<file path="src/hdl/edd_pkg.sv">
`default_nettype none

package edd_pkg;

   // Longest string that the block holds; longer strings are cut and flagged.
   localparam int MAX_LEN = 64;

   localparam int SYM_W  = 8;
   localparam int MODE_W = 2;
   localparam int DIST_W = 7;

   // Lengths and row entries run from 0 to MAX_LEN.
   localparam int LEN_W  = $clog2(MAX_LEN + 1);
   localparam int ROW_W  = LEN_W;
   localparam int ADDR_W = (MAX_LEN > 1) ? $clog2(MAX_LEN) : 1;

   localparam int DIST_MAX = (2 ** DIST_W) - 1;

   localparam logic [MODE_W-1:0] MODE_FIRST  = 2'd0;
   localparam logic [MODE_W-1:0] MODE_SECOND = 2'd1;
   localparam logic [MODE_W-1:0] MODE_FINISH = 2'd2;

   typedef struct packed {
      logic [MODE_W-1:0] mode;
      logic [SYM_W-1:0]  symbol;
   } req_type;

   typedef struct packed {
      logic [DIST_W-1:0] distance;
      logic              length_overflow;
      logic              order_error;
   } rsp_type;

   // Write and read commands from the sequencer to the two memories.
   typedef struct packed {
      logic              store_we;
      logic [ADDR_W-1:0] store_waddr;
      logic [SYM_W-1:0]  store_wdata;
      logic              row_we;
      logic [ADDR_W-1:0] row_waddr;
      logic [ROW_W-1:0]  row_wdata;
      logic [ADDR_W-1:0] rd_addr;
   } mem_cmd_type;

   // Clamp a row value to the width of the reported distance.
   function automatic logic [DIST_W-1:0] sat_dist(input logic [ROW_W-1:0] d);
      logic [ROW_W+DIST_W-1:0] wide;
      wide = {{DIST_W{1'b0}}, d};
      if (wide > (ROW_W + DIST_W)'(DIST_MAX)) begin
         return DIST_W'(DIST_MAX);
      end
      return wide[DIST_W-1:0];
   endfunction

endpackage

`default_nettype wire

</file>
<file path="src/hdl/edd_ram.sv">
`default_nettype none

module edd_ram #(
   parameter int WIDTH = 8,
   parameter int DEPTH = 64
) (
   input  wire logic                                    clock,
   input  wire logic                                    wr_en,
   input  wire logic [((DEPTH > 1) ? $clog2(DEPTH) : 1)-1:0] wr_addr,
   input  wire logic [WIDTH-1:0]                        wr_data,
   input  wire logic [((DEPTH > 1) ? $clog2(DEPTH) : 1)-1:0] rd_addr,
   output logic      [WIDTH-1:0]                        rd_data
);

   logic [WIDTH-1:0] mem [DEPTH];

   always_ff @(posedge clock) begin
      if (wr_en) begin
         mem[wr_addr] <= wr_data;
      end
      rd_data <= mem[rd_addr];
   end

endmodule

`default_nettype wire

</file>
<file path="src/hdl/edd_cell.sv">
`default_nettype none

// One cell of the distance recurrence: min(left + 1, up + 1, diag + cost).
module edd_cell (
   input  wire logic [edd_pkg::ROW_W-1:0] left,
   input  wire logic [edd_pkg::ROW_W-1:0] up,
   input  wire logic [edd_pkg::ROW_W-1:0] diag,
   input  wire logic [edd_pkg::SYM_W-1:0] sym_a,
   input  wire logic [edd_pkg::SYM_W-1:0] sym_b,
   output logic      [edd_pkg::ROW_W-1:0] cell_out
);

   logic [edd_pkg::ROW_W-1:0] edge_min;
   logic [edd_pkg::ROW_W:0]   edge_cost;
   logic [edd_pkg::ROW_W:0]   diag_cost;

   always_comb begin
      edge_min  = (left < up) ? left : up;
      edge_cost = {1'b0, edge_min} + (edd_pkg::ROW_W + 1)'(1);
      diag_cost = {1'b0, diag} + (edd_pkg::ROW_W + 1)'(sym_a != sym_b);
      cell_out  = (diag_cost < edge_cost) ? diag_cost[edd_pkg::ROW_W-1:0]
                                          : edge_cost[edd_pkg::ROW_W-1:0];
   end

endmodule

`default_nettype wire

</file>
<file path="src/hdl/edd_seq.sv">
`default_nettype none

module edd_seq (
   input  wire logic                      clock,
   input  wire logic                      reset,
   input  wire logic                      req_valid,
   input  wire edd_pkg::req_type          req_data,
   output logic                           req_ready,
   input  wire logic [edd_pkg::SYM_W-1:0] store_rd,
   input  wire logic [edd_pkg::ROW_W-1:0] row_rd,
   input  wire logic                      rsp_free,
   output edd_pkg::mem_cmd_type           cmd,
   output logic                           rsp_load,
   output edd_pkg::rsp_type               rsp_next
);

   localparam logic [1:0] S_IDLE = 2'd0;
   localparam logic [1:0] S_WALK = 2'd1;
   localparam logic [1:0] S_FIN  = 2'd2;

   logic [1:0]                state_ff, state_in;
   logic [edd_pkg::LEN_W-1:0] first_len_ff, first_len_in;
   logic [edd_pkg::LEN_W-1:0] second_cnt_ff, second_cnt_in;
   logic                      second_started_ff, second_started_in;
   logic                      overflow_ff, overflow_in;
   logic                      order_ff, order_in;
   logic [edd_pkg::LEN_W-1:0] idx_ff, idx_in;
   logic [edd_pkg::SYM_W-1:0] sym_ff, sym_in;
   logic [edd_pkg::ROW_W-1:0] left_ff, left_in;
   logic [edd_pkg::ROW_W-1:0] diag_ff, diag_in;

   logic [edd_pkg::LEN_W-1:0] len_m1;
   logic [edd_pkg::LEN_W-1:0] idx_next;
   logic [edd_pkg::ROW_W-1:0] cell_out;
   logic [edd_pkg::ROW_W-1:0] final_row;

   edd_cell u_cell (
      .left     (left_ff),
      .up       (row_rd),
      .diag     (diag_ff),
      .sym_a    (store_rd),
      .sym_b    (sym_ff),
      .cell_out (cell_out)
   );

   assign req_ready = (state_ff == S_IDLE);
   assign len_m1    = first_len_ff - edd_pkg::LEN_W'(1);
   assign idx_next  = idx_ff + edd_pkg::LEN_W'(1);

   // With an empty first string the last row entry is entry zero, the second count.
   assign final_row = (first_len_ff == '0) ? second_cnt_ff : row_rd;

   always_comb begin
      rsp_next.distance        = edd_pkg::sat_dist(final_row);
      rsp_next.length_overflow = overflow_ff;
      rsp_next.order_error     = order_ff;
   end

   always_comb begin
      state_in          = state_ff;
      first_len_in      = first_len_ff;
      second_cnt_in     = second_cnt_ff;
      second_started_in = second_started_ff;
      overflow_in       = overflow_ff;
      order_in          = order_ff;
      idx_in            = idx_ff;
      sym_in            = sym_ff;
      left_in           = left_ff;
      diag_in           = diag_ff;
      cmd               = '0;
      cmd.rd_addr       = len_m1[edd_pkg::ADDR_W-1:0];
      rsp_load          = 1'b0;

      case (state_ff)
         S_IDLE: begin
            if (req_valid) begin
               case (req_data.mode)
                  edd_pkg::MODE_FIRST: begin
                     if (second_started_ff) begin
                        order_in = 1'b1;
                     end else if (first_len_ff >= edd_pkg::LEN_W'(edd_pkg::MAX_LEN)) begin
                        overflow_in = 1'b1;
                     end else begin
                        // Row entry n sits at address n - 1 and is initialized to n.
                        cmd.store_we    = 1'b1;
                        cmd.store_waddr = first_len_ff[edd_pkg::ADDR_W-1:0];
                        cmd.store_wdata = req_data.symbol;
                        cmd.row_we      = 1'b1;
                        cmd.row_waddr   = first_len_ff[edd_pkg::ADDR_W-1:0];
                        cmd.row_wdata   = first_len_ff + edd_pkg::ROW_W'(1);
                        first_len_in    = first_len_ff + edd_pkg::LEN_W'(1);
                     end
                  end
                  edd_pkg::MODE_SECOND: begin
                     cmd.rd_addr = '0;
                     if (second_cnt_ff >= edd_pkg::LEN_W'(edd_pkg::MAX_LEN)) begin
                        overflow_in = 1'b1;
                     end else begin
                        second_started_in = 1'b1;
                        second_cnt_in     = second_cnt_ff + edd_pkg::LEN_W'(1);
                        sym_in            = req_data.symbol;
                        left_in           = second_cnt_ff + edd_pkg::ROW_W'(1);
                        diag_in           = second_cnt_ff;
                        idx_in            = '0;
                        if (first_len_ff != '0) begin
                           state_in = S_WALK;
                        end
                     end
                  end
                  edd_pkg::MODE_FINISH: begin
                     state_in = S_FIN;
                  end
                  default: begin
                  end
               endcase
            end
         end
         S_WALK: begin
            cmd.row_we    = 1'b1;
            cmd.row_waddr = idx_ff[edd_pkg::ADDR_W-1:0];
            cmd.row_wdata = cell_out;
            cmd.rd_addr   = idx_next[edd_pkg::ADDR_W-1:0];
            left_in       = cell_out;
            diag_in       = row_rd;
            if (idx_next == first_len_ff) begin
               state_in = S_IDLE;
            end else begin
               idx_in = idx_next;
            end
         end
         S_FIN: begin
            if (rsp_free) begin
               rsp_load          = 1'b1;
               first_len_in      = '0;
               second_cnt_in     = '0;
               second_started_in = 1'b0;
               overflow_in       = 1'b0;
               order_in          = 1'b0;
               state_in          = S_IDLE;
            end
         end
         default: begin
            state_in = S_IDLE;
         end
      endcase
   end

   always_ff @(posedge clock) begin
      if (reset) begin
         state_ff          <= S_IDLE;
         first_len_ff      <= '0;
         second_cnt_ff     <= '0;
         second_started_ff <= 1'b0;
         overflow_ff       <= 1'b0;
         order_ff          <= 1'b0;
         idx_ff            <= '0;
      end else begin
         state_ff          <= state_in;
         first_len_ff      <= first_len_in;
         second_cnt_ff     <= second_cnt_in;
         second_started_ff <= second_started_in;
         overflow_ff       <= overflow_in;
         order_ff          <= order_in;
         idx_ff            <= idx_in;
      end
   end

   always_ff @(posedge clock) begin
      sym_ff  <= sym_in;
      left_ff <= left_in;
      diag_ff <= diag_in;
   end

endmodule

`default_nettype wire

</file>
<file path="src/hdl/edit_distance_engine.sv">
`default_nettype none

// Levenshtein edit distance engine. Send the first string as mode 0 beats, then
// the second string as mode 1 beats, then one mode 2 beat; that finish beat
// returns a single response beat with the distance and two flags, and clears the
// block for the next pair. Strings longer than MAX_LEN bytes are cut and set
// length_overflow; a first-string byte sent after second-string bytes is
// dropped and sets order_error. Mode 3 is accepted and ignored. Each
// second-string byte walks the dynamic-programming row, entries 1 to n, where n
// is the current first-string length (at most 64), through one read port of the
// row memory, one entry per cycle, and writes it back in place; no new beat is
// taken during the walk. A finish beat waits until the output register is free
// of the previous response, then loads its own response there. The request side keeps
// taking beats while a response waits. No clearing pass is needed after reset:
// row entry zero always equals the second-string count and is kept in a
// counter, and every other entry that is read has been written since the last
// finish.
module edit_distance_engine (
   input  wire logic             clock,
   input  wire logic             reset,
   input  wire logic             req_valid,
   output logic                  req_ready,
   input  wire edd_pkg::req_type req_data,
   output logic                  rsp_valid,
   input  wire logic             rsp_ready,
   output edd_pkg::rsp_type      rsp_data
);

   edd_pkg::mem_cmd_type      cmd;
   logic [edd_pkg::SYM_W-1:0] store_rd;
   logic [edd_pkg::ROW_W-1:0] row_rd;
   logic                      rsp_free;
   logic                      rsp_load;
   edd_pkg::rsp_type          rsp_next;

   logic                      rsp_valid_ff, rsp_valid_in;
   edd_pkg::rsp_type          rsp_data_ff, rsp_data_in;

   // The first string's bytes, one per address.
   edd_ram #(
      .WIDTH (edd_pkg::SYM_W),
      .DEPTH (edd_pkg::MAX_LEN)
   ) u_store_ram (
      .clock   (clock),
      .wr_en   (cmd.store_we),
      .wr_addr (cmd.store_waddr),
      .wr_data (cmd.store_wdata),
      .rd_addr (cmd.rd_addr),
      .rd_data (store_rd)
   );

   // Row entries 1 to MAX_LEN, entry i at address i - 1. The walk writes entry
   // i while it reads entry i + 1, so the two ports never meet on one address.
   edd_ram #(
      .WIDTH (edd_pkg::ROW_W),
      .DEPTH (edd_pkg::MAX_LEN)
   ) u_row_ram (
      .clock   (clock),
      .wr_en   (cmd.row_we),
      .wr_addr (cmd.row_waddr),
      .wr_data (cmd.row_wdata),
      .rd_addr (cmd.rd_addr),
      .rd_data (row_rd)
   );

   edd_seq u_seq (
      .clock     (clock),
      .reset     (reset),
      .req_valid (req_valid),
      .req_data  (req_data),
      .req_ready (req_ready),
      .store_rd  (store_rd),
      .row_rd    (row_rd),
      .rsp_free  (rsp_free),
      .cmd       (cmd),
      .rsp_load  (rsp_load),
      .rsp_next  (rsp_next)
   );

   // The output register is free when empty or when its beat leaves this cycle.
   assign rsp_free     = !rsp_valid_ff || rsp_ready;
   assign rsp_valid_in = rsp_load || (rsp_valid_ff && !rsp_ready);
   assign rsp_data_in  = rsp_load ? rsp_next : rsp_data_ff;

   always_ff @(posedge clock) begin
      if (reset) begin
         rsp_valid_ff <= 1'b0;
      end else begin
         rsp_valid_ff <= rsp_valid_in;
      end
   end

   always_ff @(posedge clock) begin
      rsp_data_ff <= rsp_data_in;
   end

   assign rsp_valid = rsp_valid_ff;
   assign rsp_data  = rsp_data_ff;

   // A new response is never loaded over one that has not been taken.
   a_no_overwrite : assert property (@(posedge clock) disable iff (reset)
      rsp_load |-> (!rsp_valid_ff || rsp_ready))
      else $error("response register overwritten");

   // A finish beat stops intake until its response is loaded.
   a_finish_blocks : assert property (@(posedge clock) disable iff (reset)
      (req_valid && req_ready && req_data.mode == edd_pkg::MODE_FINISH) |=> !req_ready)
      else $error("request accepted while a finish is pending");

   // A response appears only after a load.
   a_rsp_from_load : assert property (@(posedge clock) disable iff (reset)
      $rose(rsp_valid_ff) |-> $past(rsp_load))
      else $error("response without a load");

   // No distance can exceed the longest string length.
   a_dist_range : assert property (@(posedge clock) disable iff (reset)
      rsp_load |-> (int'(rsp_next.distance) <= edd_pkg::MAX_LEN))
      else $error("distance out of range");

endmodule

`default_nettype wire
</file>
<file path="config.mk">
export PLATFORM = sky130hd
export DESIGN_NAME = edit_distance_engine
export DESIGN_NICKNAME = d
export VERILOG_FILES = /design/src/hdl/edd_pkg.sv /design/src/hdl/edd_ram.sv /design/src/hdl/edd_cell.sv /design/src/hdl/edd_seq.sv /design/src/hdl/edit_distance_engine.sv
export SDC_FILE = /design/constraint.sdc
export NUM_CORES = 1
export LEC_CHECK = 0
export ABC_CLOCK_PERIOD_IN_PS = 6900
export BUFFER_PORTS_ARGS = -buffer_cell sky130_fd_sc_hd__buf_2
export CORE_MARGIN = 1.5
export CORE_UTILIZATION = 40
export CTS_CLUSTER_DIAMETER = 150
export CTS_CLUSTER_SIZE = 30
export DETAILED_ROUTE_END_ITERATION = 6
export PLACE_DENSITY = 0.59
export SETUP_SLACK_MARGIN = 0.5
export SLEW_MARGIN = 25
export SYNTH_ARGS = -nofsm -noshare
export SYNTH_HDL_FRONTEND = slang
export SYNTH_SLANG_ARGS = --single-unit
export TNS_END_PERCENT = 100
</file>
<file path="constraint.sdc">
create_clock -name clock -period 6.9 [get_ports clock]
set_clock_uncertainty 0.2 [all_clocks]
set_input_delay 0.345 -clock clock [delete_from_list [all_inputs] [get_ports clock]]
set_output_delay 0.345 -clock clock [all_outputs]
set_load 0.02 [all_outputs]
</file>
==> flow_metrics.py <==
metrics = {
    "drt": {
        "ant_nets": 0,
        "dr_total_vias": 25700,
        "drt_wl_total_mm": 107,
        "first_iter_violations": 2497,
        "wl_per_cell_um": 23.5,
        "drc_errors": 0,
        "firstDrtPassIters": 7,
        "via_per_inst": 5.65,
    },
    "synth": {
        "ys.flop_type": "edfxtp_1",
        "ys_ff_latch": 1033,
        "synthArstFlopShare_pct": 0,
        "avgSynthCellArea_um2": 13.3,
        "syn_nets": 3247,
        "synth_warnings": 0,
        "synthCells": 3209,
        "ys_types": 68,
        "synth_edf_count": 991,
        "syn-cell-area_mm2": 0.0427,
        "ys_seq_area_share_pct": 71.6,
    },
    "timing": {
        "maxSlewViolCount": 0,
        "rsz0062_at_grt": "no",
        "setup_tns_ns": 0,
        "worst_slack_ns": 1.03,
        "worstMarginPinSlew_ns": 1.13,
        "period_share_pct": 85.0,
        "hold_viol": 0,
        "fmax_mhz": 170,
        "period_minus_slack_ns": 5.87,
        "setup_viol": 0,
        "maxSlewHeadroom_pct": 24.0,
    },
    "cells_and_area": {
        "area_growth_syn_to_layout_pct": 7.04,
        "drive_gt1_share_pct": 6.14,
        "final_design_area_no_fill_mm2": 0.0457,
        "final_common_cell": "edfxtp_1",
        "final_cell_mix": "991 x edfxtp_1, 649 x nand2_1, 269 x nand3_1",
        "final_nets": 3181,
    },
    "placement": {
        "placed_area_mm2": 0.0444,
        "place_ws_ns": 1.10,
        "dpl.hpwl_mm": 65.6,
        "port_buffers": 24,
        "gp_congestion": 0.887,
    },
    "cts": {
        "numCtsBuffers": 40,
        "post-cts-setup-buffers": 0,
        "ctsResizeCount": 0,
        "clk_latency_ns": 0.65,
        "htree_num_levels": 2,
        "cts_tree": "done",
        "cts_root_buffer": "clkbuf_16",
        "clockBufferDepth": 3,
        "cts.clk_slew.worst_paths_ns": 0.12,
        "cts.sinks": 1033,
    },
    "run": {
        "maxCapViolCount": 0,
    },
    "global_route": {
        "grt_overflow": 0,
        "grt_antenna_before_repair": 1,
        "grt_max_degree": 134,
        "grtUsageTotal_pct": 19.4,
        "grt_pass1_vias": 24300,
        "grt_pass1_wl_mm": 160,
    },
    "worst_setup_path": {
        "setup.worst_path.class": "reg -> reg",
        "startpoint_type": "flop",
        "startpoint": "u_row_ram.rd_data[2]",
        "r2r-end": "u_row_ram.mem[61][1]",
        "rrSetupSlack_ns": 1.03,
        "crit_fanout": 40,
        "setup.worst_path.end_class": "flop",
        "worst_ep_arrival_time_ns": 6.06,
        "critical_path.endpoint": "u_row_ram.mem[61][1]",
        "r2r-start": "u_row_ram.rd_data[2]",
        "reg2reg_depth": 23,
        "cp.required_ns": 7.09,
    },
    "min_path": {
        "hold_path.class": "in -> reg",
        "worstHoldPathCells": 5,
    },
    "floorplan": {
        "ios": 25,
        "start_util_pct": 40.5,
        "dieArea_mm2": 0.109,
        "die_x_um": 330,
        "row_count": 119,
        "die_h_um": 330,
        "coreArea_mm2": 0.106,
    },
    "power": {
        "powerDensity_mw_per_mm2": 277,
        "leakage_nw": 15.3,
        "vdd_drop_max_mv": 0.193,
    },
    "status": {
        "status": "complete, no violations",
    },
}
[synthesized netlist by cell type, drive strengths merged, types with 16 or more instances]
| cell | n | share of area (%) |
|---|---|---|
| inv | 19 | 0.17 |
| o21ai | 50 | 0.59 |
| nand2 | 650 | 5.7 |
| o22ai | 24 | 0.38 |
| a32o | 31 | 0.73 |
| a22o | 31 | 0.64 |
| a221oi | 45 | 0.92 |
| mux2i | 163 | 3.8 |
| and2 | 16 | 0.23 |
| edfxtp | 991 | 70 |
| a21oi | 169 | 2.0 |
| xnor2 | 26 | 0.53 |
| nor4 | 33 | 0.48 |
| xor2 | 20 | 0.41 |
| nand3 | 269 | 3.2 |
| a31oi | 16 | 0.23 |
| ha | 24 | 0.70 |
| dfxtp | 42 | 2.0 |
| clkbuf | 102 | 0.90 |
| and3 | 34 | 0.50 |
| buf | 113 | 1.4 |
| nor2 | 169 | 1.5 |
[sequential cells by signal (all words and copies together) (netlist names), 2 cells and up]
name,flops
u_row_ram.mem,448
rsp_data,9
u_seq.first_len_ff,7
u_seq.state_ff,2
u_seq.second_cnt_ff,7
u_row_ram.rd_data,7
u_store_ram.rd_data,8
u_seq.idx_ff,7
u_seq.diag_ff,7
u_seq.sym_ff,8
u_store_ram.mem,512
u_seq.left_ff,7
[logic make-up (layout without fill, tap and decap cells)]
kind of cell / count (synthesis) / count (layout) / share of synthesized area (%)
DFF: 1033 / 1033 / 71.6
AOI/OAI and AO/OA: 464 / 464 / 7.54
adders and majority gates: 24 / 24 / 0.703
other: 0 / 1 / 0
and+or+nand+nor: 1233 / 1233 / 12.6
xor gates and xnor gates: 47 / 47 / 0.996
muxes: 172 / 172 / 4.06
buffers and inverters: 236 / 189 / 2.44
[worst max-delay path, cell delays in order (launching register included)]
cell      delay, ns
dfxtp_1        0.45
inv_1          0.09
ha_1           0.32
a21oi_1        0.15
o21ai_0        0.09
a21oi_1        0.15
buf_4          0.21
mux2i_1        0.33
inv_1          0.09
ha_1           0.26
nand3_1        0.13
xnor2_1        0.08
mux2i_1        0.23
inv_1          0.08
ha_1           0.20
a21o_1         0.18
a21o_1         0.17
a211oi_1       0.40
and2_1         0.21
a31oi_1        0.05
buf_4          0.19
mux2i_1        0.20
o21ai_4        0.60
buf_4          0.52
[per-layer routing]
layer	GRT usage (%)	wire, um	up-vias
li1	-	-	11800
met1	28.2	48000	13000
met2	31.3	50800	811
met3	2.10	6040	104
met4	4.43	2040	0
met5	0	0	-
[through the flow]
stage               instances  hold slack [ns]  total power [mW]  util [%]
floorplan                3209            0.209              8.88         -
global route             4553           0.0941              13.1      43.3
detailed placement       4478            0.234              9.80      42.1
finish                   4554           0.0519              12.7      43.3
global placement         4478            0.228              9.79      42.1
CTS                      4552           0.0256              12.7      43.3
[timing repair]
| item | in CTS | in global routing |
|---|---|---|
| endpoints found under the setup margin | 0 | 0 |
| endpoints found under the hold margin | 26 | 0 |
| hold buffers | 13 | 0 |
[worst min-delay path by stage]
stage,start,end,slack [ns]
global placement,u_seq.order_ff,rsp_data[0],0.23
floorplan,u_seq.order_ff,rsp_data[0],0.21
finish,req_data[8],u_seq.state_ff[1],0.05
detailed placement,u_seq.order_ff,rsp_data[0],0.23
CTS,req_data[8],u_seq.state_ff[1],0.03
global route,req_data[8],u_seq.state_ff[0],0.09
[report_power, final]
part           switching, mW  internal (mW)
Combinational           1.79          0.849
Sequential            0.0568           6.99
Clock                   1.85           1.13
Total                   3.69           8.97
[layout make-up]
type / count / area (um2)
tap: 1391 / 1740
inverter: 21 / 78.8
sequential: 1033 / 30600
clock buffer: 57 / 1090
antenna: 1 / 2.50
fill: 9522 / 59800
timing repair buffer: 107 / 908
clock inverter: 4 / 58.8
multi-input combinational: 1940 / 11200
Note: power is estimated with default switching activity, not from simulation.
